--- src/rtl/core/qts_pkg.sv ---
// ----------------------------------------------------------------------------
// qts_pkg
// shared types, character codes and register map for the quoted token splitter
// ----------------------------------------------------------------------------
package qts_pkg;

    // character codes
    localparam logic [7:0] CH_QUOTE = 8'h22;
    localparam logic [7:0] CH_BANG  = 8'h21;
    localparam logic [7:0] CH_EQUAL = 8'h3d;
    localparam logic [7:0] CH_TAB   = 8'h09;
    localparam logic [7:0] CH_BLANK = 8'h20;

    localparam int unsigned CHAR_W  = 8;
    localparam int unsigned COUNT_W = 10;
    localparam int unsigned ADDR_W  = 3;
    localparam int unsigned DATA_W  = 32;

    // register indexes, taken from paddr[2]
    typedef enum logic {
        REG_SWITCH_CHAR = 1'b0,
        REG_TOKEN_LIMIT = 1'b1
    } t_reg_idx;

    localparam logic [CHAR_W-1:0]  SWITCH_CHAR_RST = 8'd47;
    localparam logic [COUNT_W-1:0] TOKEN_LIMIT_RST = 10'd255;

    typedef struct packed {
        logic [CHAR_W-1:0]  switch_char;
        logic [COUNT_W-1:0] token_limit;
    } t_cfg;

    typedef struct packed {
        logic               in_token;
        logic               quoting_on;
        logic               quote_just_closed;
        logic [COUNT_W-1:0] emitted_count;
    } t_state;

    typedef struct packed {
        logic [CHAR_W-1:0] out_char;
        logic              char_valid;
        logic              starts_token;
        logic              line_end;
    } t_result;

    localparam t_state STATE_IDLE = '{
        in_token:          1'b0,
        quoting_on:        1'b0,
        quote_just_closed: 1'b0,
        emitted_count:     '0
    };

endpackage

--- src/rtl/core/qts_cfg.sv ---
// ----------------------------------------------------------------------------
// qts_cfg
// apb register file holding switch character and token length limit
// ----------------------------------------------------------------------------
module qts_cfg import qts_pkg::*; (
    input  logic              i_clk,
    input  logic              i_rst_n,
    input  logic              psel,
    input  logic              penable,
    input  logic              pwrite,
    input  logic [ADDR_W-1:0] paddr,
    input  logic [DATA_W-1:0] pwdata,
    output logic [DATA_W-1:0] prdata,
    output logic              pready,
    output t_cfg              o_cfg
);

    t_cfg     r_cfg;
    t_reg_idx w_idx;
    logic     w_wr;

    assign w_idx  = t_reg_idx'(paddr[2]);
    assign w_wr   = psel && penable && pwrite;
    assign pready = 1'b1;
    assign o_cfg  = r_cfg;

    always_ff @(posedge i_clk) begin
        if (!i_rst_n) begin
            r_cfg.switch_char <= SWITCH_CHAR_RST;
            r_cfg.token_limit <= TOKEN_LIMIT_RST;
        end else if (w_wr) begin
            unique case (w_idx)
                REG_SWITCH_CHAR: r_cfg.switch_char <= pwdata[CHAR_W-1:0];
                REG_TOKEN_LIMIT: r_cfg.token_limit <= pwdata[COUNT_W-1:0];
                default:         r_cfg <= r_cfg;
            endcase
        end
    end

    always_comb begin
        prdata = '0;
        unique case (w_idx)
            REG_SWITCH_CHAR: prdata[CHAR_W-1:0]  = r_cfg.switch_char;
            REG_TOKEN_LIMIT: prdata[COUNT_W-1:0] = r_cfg.token_limit;
            default:         prdata = '0;
        endcase
    end

endmodule

--- src/rtl/core/qts_step.sv ---
// ----------------------------------------------------------------------------
// qts_step
// per-character decision: next tokenizer state and the result for one char
// ----------------------------------------------------------------------------
module qts_step import qts_pkg::*; (
    input  t_state            i_state,
    input  t_cfg              i_cfg,
    input  logic [CHAR_W-1:0] i_char,
    input  logic              i_last,
    output t_state            o_state,
    output t_result           o_result,
    output logic              o_has_result
);

    logic               w_blank;
    logic               w_delim;
    logic [COUNT_W-1:0] w_lim;

    assign w_blank = (i_char == CH_BLANK) || (i_char == CH_TAB);
    assign w_delim = w_blank || (i_char == i_cfg.switch_char) ||
                     (i_char == CH_BANG) || (i_char == CH_EQUAL);
    // a zero limit behaves as one
    assign w_lim   = (i_cfg.token_limit == '0) ? COUNT_W'(1) : i_cfg.token_limit;

    always_comb begin
        t_state s;
        logic   absorb;
        logic   emit;
        logic   start;

        s      = i_state;
        absorb = 1'b0;
        emit   = 1'b0;
        start  = 1'b0;

        // unquoted delimiter closes the open token
        if (s.in_token && !s.quoting_on && w_delim) begin
            s = STATE_IDLE;
        end

        if (!s.in_token) begin
            if (!w_blank) begin
                s          = STATE_IDLE;
                s.in_token = 1'b1;
                start      = 1'b1;
                absorb     = 1'b1;
            end
        end else begin
            absorb = 1'b1;
        end

        if (absorb) begin
            if (i_char == CH_QUOTE) begin
                if (s.quoting_on) begin
                    s.quoting_on        = 1'b0;
                    s.quote_just_closed = 1'b1;
                end else if (s.quote_just_closed) begin
                    // doubled quote gives one literal quote
                    emit                = 1'b1;
                    s.quoting_on        = 1'b1;
                    s.quote_just_closed = 1'b0;
                end else begin
                    s.quoting_on = 1'b1;
                end
            end else begin
                emit                = 1'b1;
                s.quote_just_closed = 1'b0;
            end
            if (emit) begin
                s.emitted_count = s.emitted_count + COUNT_W'(1);
            end
            if (s.emitted_count >= w_lim) begin
                s = STATE_IDLE;
            end
        end

        if (i_last) begin
            s = STATE_IDLE;
        end

        o_state               = s;
        o_result.out_char     = emit ? i_char : '0;
        o_result.char_valid   = emit;
        o_result.starts_token = start;
        o_result.line_end     = i_last;
        o_has_result          = emit || start || i_last;
    end

endmodule

--- src/rtl/core/quoted_token_splitter_top.sv ---
// ----------------------------------------------------------------------------
// quoted_token_splitter_top
// command-line tokenizer with double-quote handling, one character per cycle
// ----------------------------------------------------------------------------
// latency: a result is registered, and appears in the cycle after its character transfer
// throughput: one character per cycle while the input is not stalled; the tokenizer state register is
//   updated in the same cycle the character is taken
// the result register decouples the sides: a new character is taken while
//   a result waits, unless that result is stalled
// reset: synchronous active low; state returns to between tokens, registers
//   return to switch char '/' and token limit 255, no result pending
// ----------------------------------------------------------------------------
module quoted_token_splitter_top import qts_pkg::*; (
    input  logic              i_clk,
    input  logic              i_rst_n,
    // character input channel
    input  logic              i_in_valid,
    output logic              o_in_stall,
    input  logic [CHAR_W-1:0] i_char_in,
    input  logic              i_line_last,
    // result output channel
    output logic              o_out_valid,
    input  logic              i_out_stall,
    output logic [CHAR_W-1:0] o_out_char,
    output logic              o_char_valid,
    output logic              o_starts_token,
    output logic              o_line_end,
    // configuration port
    input  logic              psel,
    input  logic              penable,
    input  logic              pwrite,
    input  logic [ADDR_W-1:0] paddr,
    input  logic [DATA_W-1:0] pwdata,
    output logic [DATA_W-1:0] prdata,
    output logic              pready
);

    t_cfg    w_cfg;
    t_state  r_state;
    t_state  n_state;
    t_result r_result;
    t_result w_result;
    logic    r_out_valid;
    logic    w_has_result;
    logic    w_in_xfer;

    qts_cfg u_cfg (
        .i_clk   (i_clk),
        .i_rst_n (i_rst_n),
        .psel    (psel),
        .penable (penable),
        .pwrite  (pwrite),
        .paddr   (paddr),
        .pwdata  (pwdata),
        .prdata  (prdata),
        .pready  (pready),
        .o_cfg   (w_cfg)
    );

    qts_step u_step (
        .i_state      (r_state),
        .i_cfg        (w_cfg),
        .i_char       (i_char_in),
        .i_last       (i_line_last),
        .o_state      (n_state),
        .o_result     (w_result),
        .o_has_result (w_has_result)
    );

    // input is held back only while a pending result is itself stalled
    assign o_in_stall = r_out_valid && i_out_stall;
    assign w_in_xfer  = i_in_valid && !o_in_stall;

    // tokenizer state advances on every character transfer
    always_ff @(posedge i_clk) begin
        if (!i_rst_n) begin
            r_state <= STATE_IDLE;
        end else if (w_in_xfer) begin
            r_state <= n_state;
        end
    end

    // result register: filled by a transfer that yields a result,
    // emptied once the downstream side takes it
    always_ff @(posedge i_clk) begin
        if (!i_rst_n) begin
            r_out_valid <= 1'b0;
        end else if (w_in_xfer) begin
            r_out_valid <= w_has_result;
        end else if (!i_out_stall) begin
            r_out_valid <= 1'b0;
        end
    end

    // payload needs no reset
    always_ff @(posedge i_clk) begin
        if (w_in_xfer && w_has_result) begin
            r_result <= w_result;
        end
    end

    assign o_out_valid    = r_out_valid;
    assign o_out_char     = r_result.out_char;
    assign o_char_valid   = r_result.char_valid;
    assign o_starts_token = r_result.starts_token;
    assign o_line_end     = r_result.line_end;

    // a pending result always carries at least one flag
    a_result_nonempty: assert property (@(posedge i_clk) disable iff (!i_rst_n)
        o_out_valid |-> (o_char_valid || o_starts_token || o_line_end))
        else $error("result without any flag set");

    // a result with char valid low shows its character as zero
    a_char_zero: assert property (@(posedge i_clk) disable iff (!i_rst_n)
        (o_out_valid && !o_char_valid) |-> (o_out_char == '0))
        else $error("out char not zero while char valid is low");

    // end of line always leaves the splitter between tokens with quoting off
    a_line_end_idle: assert property (@(posedge i_clk) disable iff (!i_rst_n)
        (w_in_xfer && i_line_last) |=>
            (!r_state.in_token && !r_state.quoting_on && o_out_valid && o_line_end))
        else $error("line end did not close the token");

    // no open token means no count and no quote flags
    a_idle_clean: assert property (@(posedge i_clk) disable iff (!i_rst_n)
        !r_state.in_token |->
            (r_state.emitted_count == '0 && !r_state.quoting_on &&
             !r_state.quote_just_closed))
        else $error("state flags left set between tokens");

endmodule
--- config.mk ---
export PLATFORM = sky130hd
export DESIGN_NAME = quoted_token_splitter_top
export DESIGN_NICKNAME = d
export VERILOG_FILES = /design/src/rtl/core/qts_pkg.sv /design/src/rtl/core/qts_cfg.sv /design/src/rtl/core/qts_step.sv /design/src/rtl/core/quoted_token_splitter_top.sv
export SDC_FILE = /design/constraint.sdc
export NUM_CORES = 1
export LEC_CHECK = 0
export BUFFER_PORTS_ARGS = -buffer_cell sky130_fd_sc_hd__buf_2
export CAP_MARGIN = 20
export CELL_PAD_IN_SITES_DETAIL_PLACEMENT = 1
export CELL_PAD_IN_SITES_GLOBAL_PLACEMENT = 1
export CORE_MARGIN = 2
export CORE_UTILIZATION = 39
export DETAILED_ROUTE_END_ITERATION = 10
export HOLD_SLACK_MARGIN = 0.05
export PLACE_DENSITY = 0.94
export SLEW_MARGIN = 40
export SYNTH_ARGS = -nofsm -noshare
export SYNTH_HDL_FRONTEND = slang
export SYNTH_SLANG_ARGS = --single-unit
--- constraint.sdc ---
create_clock -name i_clk -period 9.35 [get_ports i_clk]
set_clock_uncertainty 0.1 [all_clocks]
set_input_delay 2.805 -clock i_clk [delete_from_list [all_inputs] [get_ports i_clk]]
set_output_delay 2.805 -clock i_clk [all_outputs]
set_load 0.02 [all_outputs]
==> results by group, run 1 <==
Detailed routing
  • Vias: 2428
  • Initial detailed-routing violation count: 107
  • Final wirelength: between 7000 and 8000 um
  • Antenna Nets Post-Route: 0
  • Routed len/inst: 17.3 um
  • First-pass DRT Iterations: 6
  • Vias per std cell: 5.56
  • DRC Markers: 0

Logic synthesis
  • Syn Inst Count: 314
  • Synthesized area: 2710 sq um
  • Synthesis warning total: 0
  • Flops & latches, synth: 43
  • Asr flop ratio synth: 0
  • Post-synth EDFFs: 11
  • Synth top area share: 0.237
  • Syn Area/Cell: 8.62 sq um
  • Synth area leader: dfxtp_1
  • Leading register cell type out of synthesis: dfxtp_1
  • Sequential fraction of the synthesis area: 0.359
  • Top cells by area, synth: dfxtp_1 (24%), edfxtp_1 (12%), buf_4 (6.4%), nand2_1 (6.0%), ha_1 (5.5%)
  • Synth unique cells: 50

Floorplanning
  • FP Rows: 30
  • Die Ht: 87.3 um
  • Die Wd: a little under 90 um
  • Core Area: 6760 sq um
  • Initial Util: 0.401
  • Die area: 7620 sq um
  • I/O pins: 97

Placement
  • Post-detail-place hpwl: 5580 um
  • Final GP Congestion: roughly 0.80
  • Port bufs: 49
  • Setup slack after placement: 1.99 ns

Status
  • Status: complete, no violations

STA
  • Final setup fails: 0
  • Worst-margin pin slew: between 0.7 and 0.8 ns
  • Slew Limit Fails: 0
  • Sum Neg Setup Slack: 0 ns
  • Tmin final: 7.33 ns
  • Post-route setup slack: 2.02 ns
  • Hold WS: 0.387 ns
  • Relative slew margins: 0.506
  • Fin. Hold Viols: 0
  • Final period util: 0.784
  • RSZ-0062 raised after global routing: no
  • Max Clk Rate: roughly 140 MHz

Critical path
  • Setup CP Type: in2reg
  • Worst setup SP type: input port
  • Crit end category: register
  • Worst-path fanout max: 10
  • Req. time, crit path: 9.47 ns
  • Crit path DAT: 7.45 ns

GRT
  • First-pass GRT wire length: 11900 um
  • Initial antenna violation count: 0
  • Gr usage total: 0.201
  • Grt total ovfl: 0
  • Vias in the first global route: 2441
  • Pin count of the biggest net entering global routing: 30

Layout
  • Multi-input gate area: approximately 1500 sq um
  • Sequential cell area: slightly below 1000 sq um
  • Syn-to-layout area delta: 11.4%
  • Layout fillers: 821
  • Final net count: 419
  • Share of post-route cells with drive strength above 1: 0.204
  • Ant diodes: 0

CTS
  • Worst-path clk slew: 0.08 ns
  • Setup bufs post-CTS: 0
  • CTS tree: built
  • Root Buffer: clkbuf_8
  • Post_cts resized: 0
  • Post-CTS Hold Buffers: 0
  • CTS HTree Levels: 2
  • Worst skew pair latency: around 0.31 ns
  • TritonCTS buffer count: 5
  • Clock buffer depth: 2
  • Clk sink count: 43

Worst hold path
  • Hold Path Class: reg2reg

Pwr
  • Leakage Power: 1.23 nW
  • Maximum vdd drop: 0.0463 mV
  • Pwr Total: 0.389 mW
  • Pwr/cell area: 129 nW/um^2

Flow run
  • # Max-Cap Violations: 0
state kept, by name, summed over array words and instances (netlist names):
| register | count |
|---|---|
| o_out_char | 8 |
| o_line_end | 1 |
| o_out_valid | 1 |
| u_cfg.o_cfg | 18 |
| r_state | 13 |
| o_char_valid | 1 |
| o_starts_token | 1 |
cell type report:
cell class / count / area share
multi-input combinational: 240 / 0.510
sequential: 43 / 0.322
inverter: 16 / 0.0199
tap: 80 / 0.0332
clock inverter: 2 / 0.00373
clock buffer: 6 / 0.0274
timing repair buffer: 50 / 0.0838
worst max-delay path: stages:
cell and delay [ns]:
buf_2 0.13, or4_4 0.55, a211oi_1 0.48, nor2_1 0.22, nor2_1 0.30, and2_1 0.23, ha_1 0.28, and4_1 0.27
xnor2_1 0.13, nor2_1 0.06, ha_1 0.19, a21oi_1 0.14, nor4bb_1 0.48, o211ai_2 0.35, nor3_4 0.43, a21boi_0 0.21
o22ai_1 0.19
synth_stat cells, types with 8 or more instances:
library cell and n:
edfxtp_1 11, o211ai_1 8, xnor2_1 13, mux2_2 8
nand3_1 17, inv_1 16, a21oi_1 8, buf_4 23
nand2_1 43, nor2_1 18, a21boi_0 10, ha_1 12
dfxtp_1 32, clkbuf_1 13
cell families (layout without fill, tap and decap cells):
group	Yosys count	after routing	share of synthesized area
AOI/OAI and AO/OA	61	61	0.171
xor gates and xnor gates	16	16	0.0518
adders and majority gates	12	12	0.0555
buffers and inverters	52	74	0.104
DFF	43	43	0.359
muxes	9	9	0.0370
other	2	23	0.00277
and+or+nand+nor	119	119	0.220
power by group:
part           leakage, nW  internal, mW  switching, mW
Clock               0.0449        0.0590         0.0674
Sequential           0.363         0.197        0.00421
Combinational        0.827        0.0193         0.0415
Total                 1.23         0.276          0.113
through the flow:
stage               instances  instance area (sq um)  utilization
finish                    437                   3020        0.446
global route              437                   3020        0.446
CTS                       437                   3010        0.446
detailed placement        429                   2920        0.432
global placement          429                   2920        0.432
floorplan                 335                   2790            -
layer usage:
layer	wire, um	vias up	global-route usage
met5	0	-	0
met4	131	0	0.0727
met3	384	15	0.0370
met2	3860	78	0.360
met1	3180	1187	0.238
li1	-	1148	-
final timing paths:
check / from / endpoint / slack (ns) / cells after the start
max: i_char_in[4] / r_state[1] / 2.02 / 17
min: r_state[9] / r_state[9] / 0.39 / 1
max reg2reg: u_cfg.o_cfg[10] / r_state[1] / 4.84 / 18
min reg2reg: r_state[9] / r_state[9] / 0.39 / 1
cell usage in the layout, fill, tap and decap left out, types with 8 or more instances in the layout:
cell type / synthesis / routed
buf_2: 0 / 49
nand2_1: 43 / 43
dfxtp_1: 32 / 32
conb_1: 2 / 23
nand3_1: 17 / 17
nor2_1: 18 / 16
inv_1: 16 / 16
xnor2_1: 13 / 13
ha_1: 12 / 12
edfxtp_1: 11 / 11
a21boi_0: 10 / 10
a21oi_1: 8 / 8
mux2_2: 8 / 8
o211ai_1: 8 / 8
Note: power is estimated with default switching activity, not from simulation.
==> run 2, diff against run 1 <==
- CORE_UTILIZATION: 39 -> 33
- PLACE_DENSITY: 0.94 -> 0.85
- clock period: 9.35 -> 6.07 ns (I/O delays scaled with it)
==> results by group, run 2 (same netlist as run 1, synthesis figures left out) <==
STA
  • Fin. Hold Viols: 0 (unchanged)
  • Relative slew margins: 0.522 (+0.0158)
  • RSZ-0062 raised after global routing: no
  • Slew Limit Fails: 0 (unchanged)
  • Max Clk Rate: 181 MHz
  • Final setup fails: 0 (unchanged)
  • Post-route setup slack: 0.538 ns (-1.48 ns)
  • Sum Neg Setup Slack: 0 ns (unchanged)
  • Tmin final: 5.53 ns
  • Final period util: 0.911
  • Hold WS: 0.395 ns (+0.00889 ns)
  • Worst-margin pin slew: 0.717 ns (-0.0236 ns)

Layout
  • Commonest non-fill, non-tap cell in the layout: buf_2
  • Syn-to-layout area delta: 15.8%
  • Max FFs per register: 18 (unchanged)
  • Post-route insts no fill: 473 (+8.2%)
  • Final net count: 430 (+2.6%)
  • Share of post-route cells with drive strength above 1: 0.228 (+0.0238)
  • Most used cells in the layout excluding fill and tap cells: buf_2 (49), nand2_1 (43), dfxtp_1 (32), conb_1 (23), nand3_1 (17)
  • Ant diodes: 0 (unchanged)

Critical path
  • Worst-path fanout max: 10 (unchanged)
  • CP top delay family: compound AO/OA/AOI/OAI gates
  • Max incr delay on CP: 0.42 ns (-0.13 ns)
  • Crit end category: register
  • R2R setup slack: 2.26 ns (-2.58 ns)
  • Req. time, crit path: 6.20 ns (-3.27 ns)
  • Reg2reg end: r_state[3]
  • Worst reg2reg startpoint: u_cfg.o_cfg[13]
  • Worst setup SP type: input port
  • Crit path DAT: 5.66 ns (-1.79 ns)
  • Setup CP Type: in2reg
  • Critical Path End: r_state[3]
  • Instance count on the critical path: 19 (+2)
  • CP startpoint: i_char_in[5]
  • Highest-delay cell along the critical path: a2111oi_4
  • Worst path bufs/invs: 2 (+1)
  • Crit path cell chain: buf_2, nand3b_1, a211o_1, a2111oi_4, o21a_1, nor2_1, and2_1, ha_1, and4_1, xnor2_1, nor2_1, ha_1, o21a_1, o211ai_1, o211ai_2, nor3_4, buf_12, a31oi_1, a31oi_1
  • Reg2Reg Depth: 18 (unchanged)

Detailed routing
  • Antenna Nets Post-Route: 0 (unchanged)
  • DRC Markers: 0 (unchanged)
  • Routed len/inst: 15.5 um (-10%)
  • Vias per std cell: 5.19 (-6.7%)
  • Vias: 2453 (+1.0%)
  • Initial detailed-routing violation count: 86 (-20%)
  • Final wirelength: 7340 um (-2.8%)
  • First-pass DRT Iterations: 4 (-2)

Placement
  • Final GP Congestion: 0.816 (+2.0%)
  • Setup slack after placement: 0.243 ns (-1.75 ns)
  • Post-detail-place hpwl: 5600 um (+0.39%)
  • Dpl cells: 465 (+8.4%)
  • Port bufs: 49 (unchanged)

Floorplanning
  • Initial Util: 0.334 (-0.0661)
  • Die Ht: 94.6 um (+8.3%)
  • I/O pins: 97 (unchanged)
  • Core Area: 8090 sq um (+20%)
  • FP Rows: 33 (+10%)
  • Die Wd: 94.6 um (+8.3%)
  • Die area: 8940 sq um (+17%)

CTS
  • CTS tree: built
  • Worst-path clk slew: 0.08 ns (about the same)
  • Worst skew pair latency: 0.30 ns (about the same)
  • Root Buffer: clkbuf_8
  • Setup bufs post-CTS: 0 (unchanged)
  • CTS HTree Levels: 2 (unchanged)
  • Clock buffer depth: 2 (unchanged)
  • Clk sink count: 43 (unchanged)
  • Post_cts resized: 0 (unchanged)
  • Post-CTS Hold Buffers: 0 (unchanged)
  • TritonCTS buffer count: 5 (unchanged)

GRT
  • Gr usage total: 0.172 (-0.0289)
  • Initial antenna violation count: 0 (unchanged)
  • Vias in the first global route: 2556 (+4.7%)
  • First-pass GRT wire length: 12200 um (+3.0%)
  • Pin count of the biggest net entering global routing: 30 (unchanged)
  • Grt total ovfl: 0 (unchanged)

Pwr
  • Pwr Total: 0.589 mW (+52%)
  • Pwr/cell area: 188 nW/um^2 (+46%)
  • Leakage Power: 1.29 nW (+4.2%)
  • Maximum vdd drop: 0.0765 mV (+65%)

Status
  • Status: complete, no violations

Flow run
  • # Max-Cap Violations: 0 (unchanged)

Worst hold path
  • Hold Path Class: reg2reg
==> run 2: cell count changes in the layout (fill, tap and decap cells not counted) <==
cell	before	now
clkinv_1	1	0
clkinv_2	0	1
buf_12	0	1
clkbuf_8	6	5
buf_4	1	11
clkbuf_1	0	1
==> run 2: worst min-delay path by stage <==
stage | start | endpoint | slack [ns] | cells after the start
after global routing | r_state[9] | r_state[9] | 0.42 | 1
after global placement | r_state[9] | r_state[9] | 0.37 | 1
after floorplan | r_state[4] | r_state[4] | 0.35 | 1
after detailed placement | u_cfg.o_cfg[9] | u_cfg.o_cfg[9] | 0.38 | 2
final | r_state[9] | r_state[9] | 0.40 | 1
after CTS | r_state[4] | r_state[4] | 0.40 | 1
==> run 2: per-stage QoR <==
step	utilization	instance area (sq um)
2_1_floorplan	-	2790
3_3_place_gp	0.376	3040
3_5_place_dp	0.376	3050
4_1_cts	0.387	3130
5_1_grt	0.387	3130
6_report	0.387	3130
==> run 2: area by class of cell <==
class                      count  area (sq um)
fill                        1001          4960
clock inverter                 2          12.5
timing repair buffer          61           348
multi-input combinational    240          1540
clock buffer                   6          72.6
inverter                      16          60.1
sequential                    43           971
tap                          105           131
==> run 2: power by group <==
group | switching [mW] | total [mW] | internal [mW]
clock | 0.104 | 0.185 | 0.0806
combinational | 0.0621 | 0.0940 | 0.0319
sequential | 0.00645 | 0.310 | 0.304
total | 0.173 | 0.589 | 0.416
==> run 2: layer usage <==
layer	share of wire	GRT usage	up-vias
li1	-	-	1166
met1	0.43	0.213	1225
met2	0.52	0.313	53
met3	0.038	0.0287	9
met4	0.010	0.0399	0
met5	0	0	-
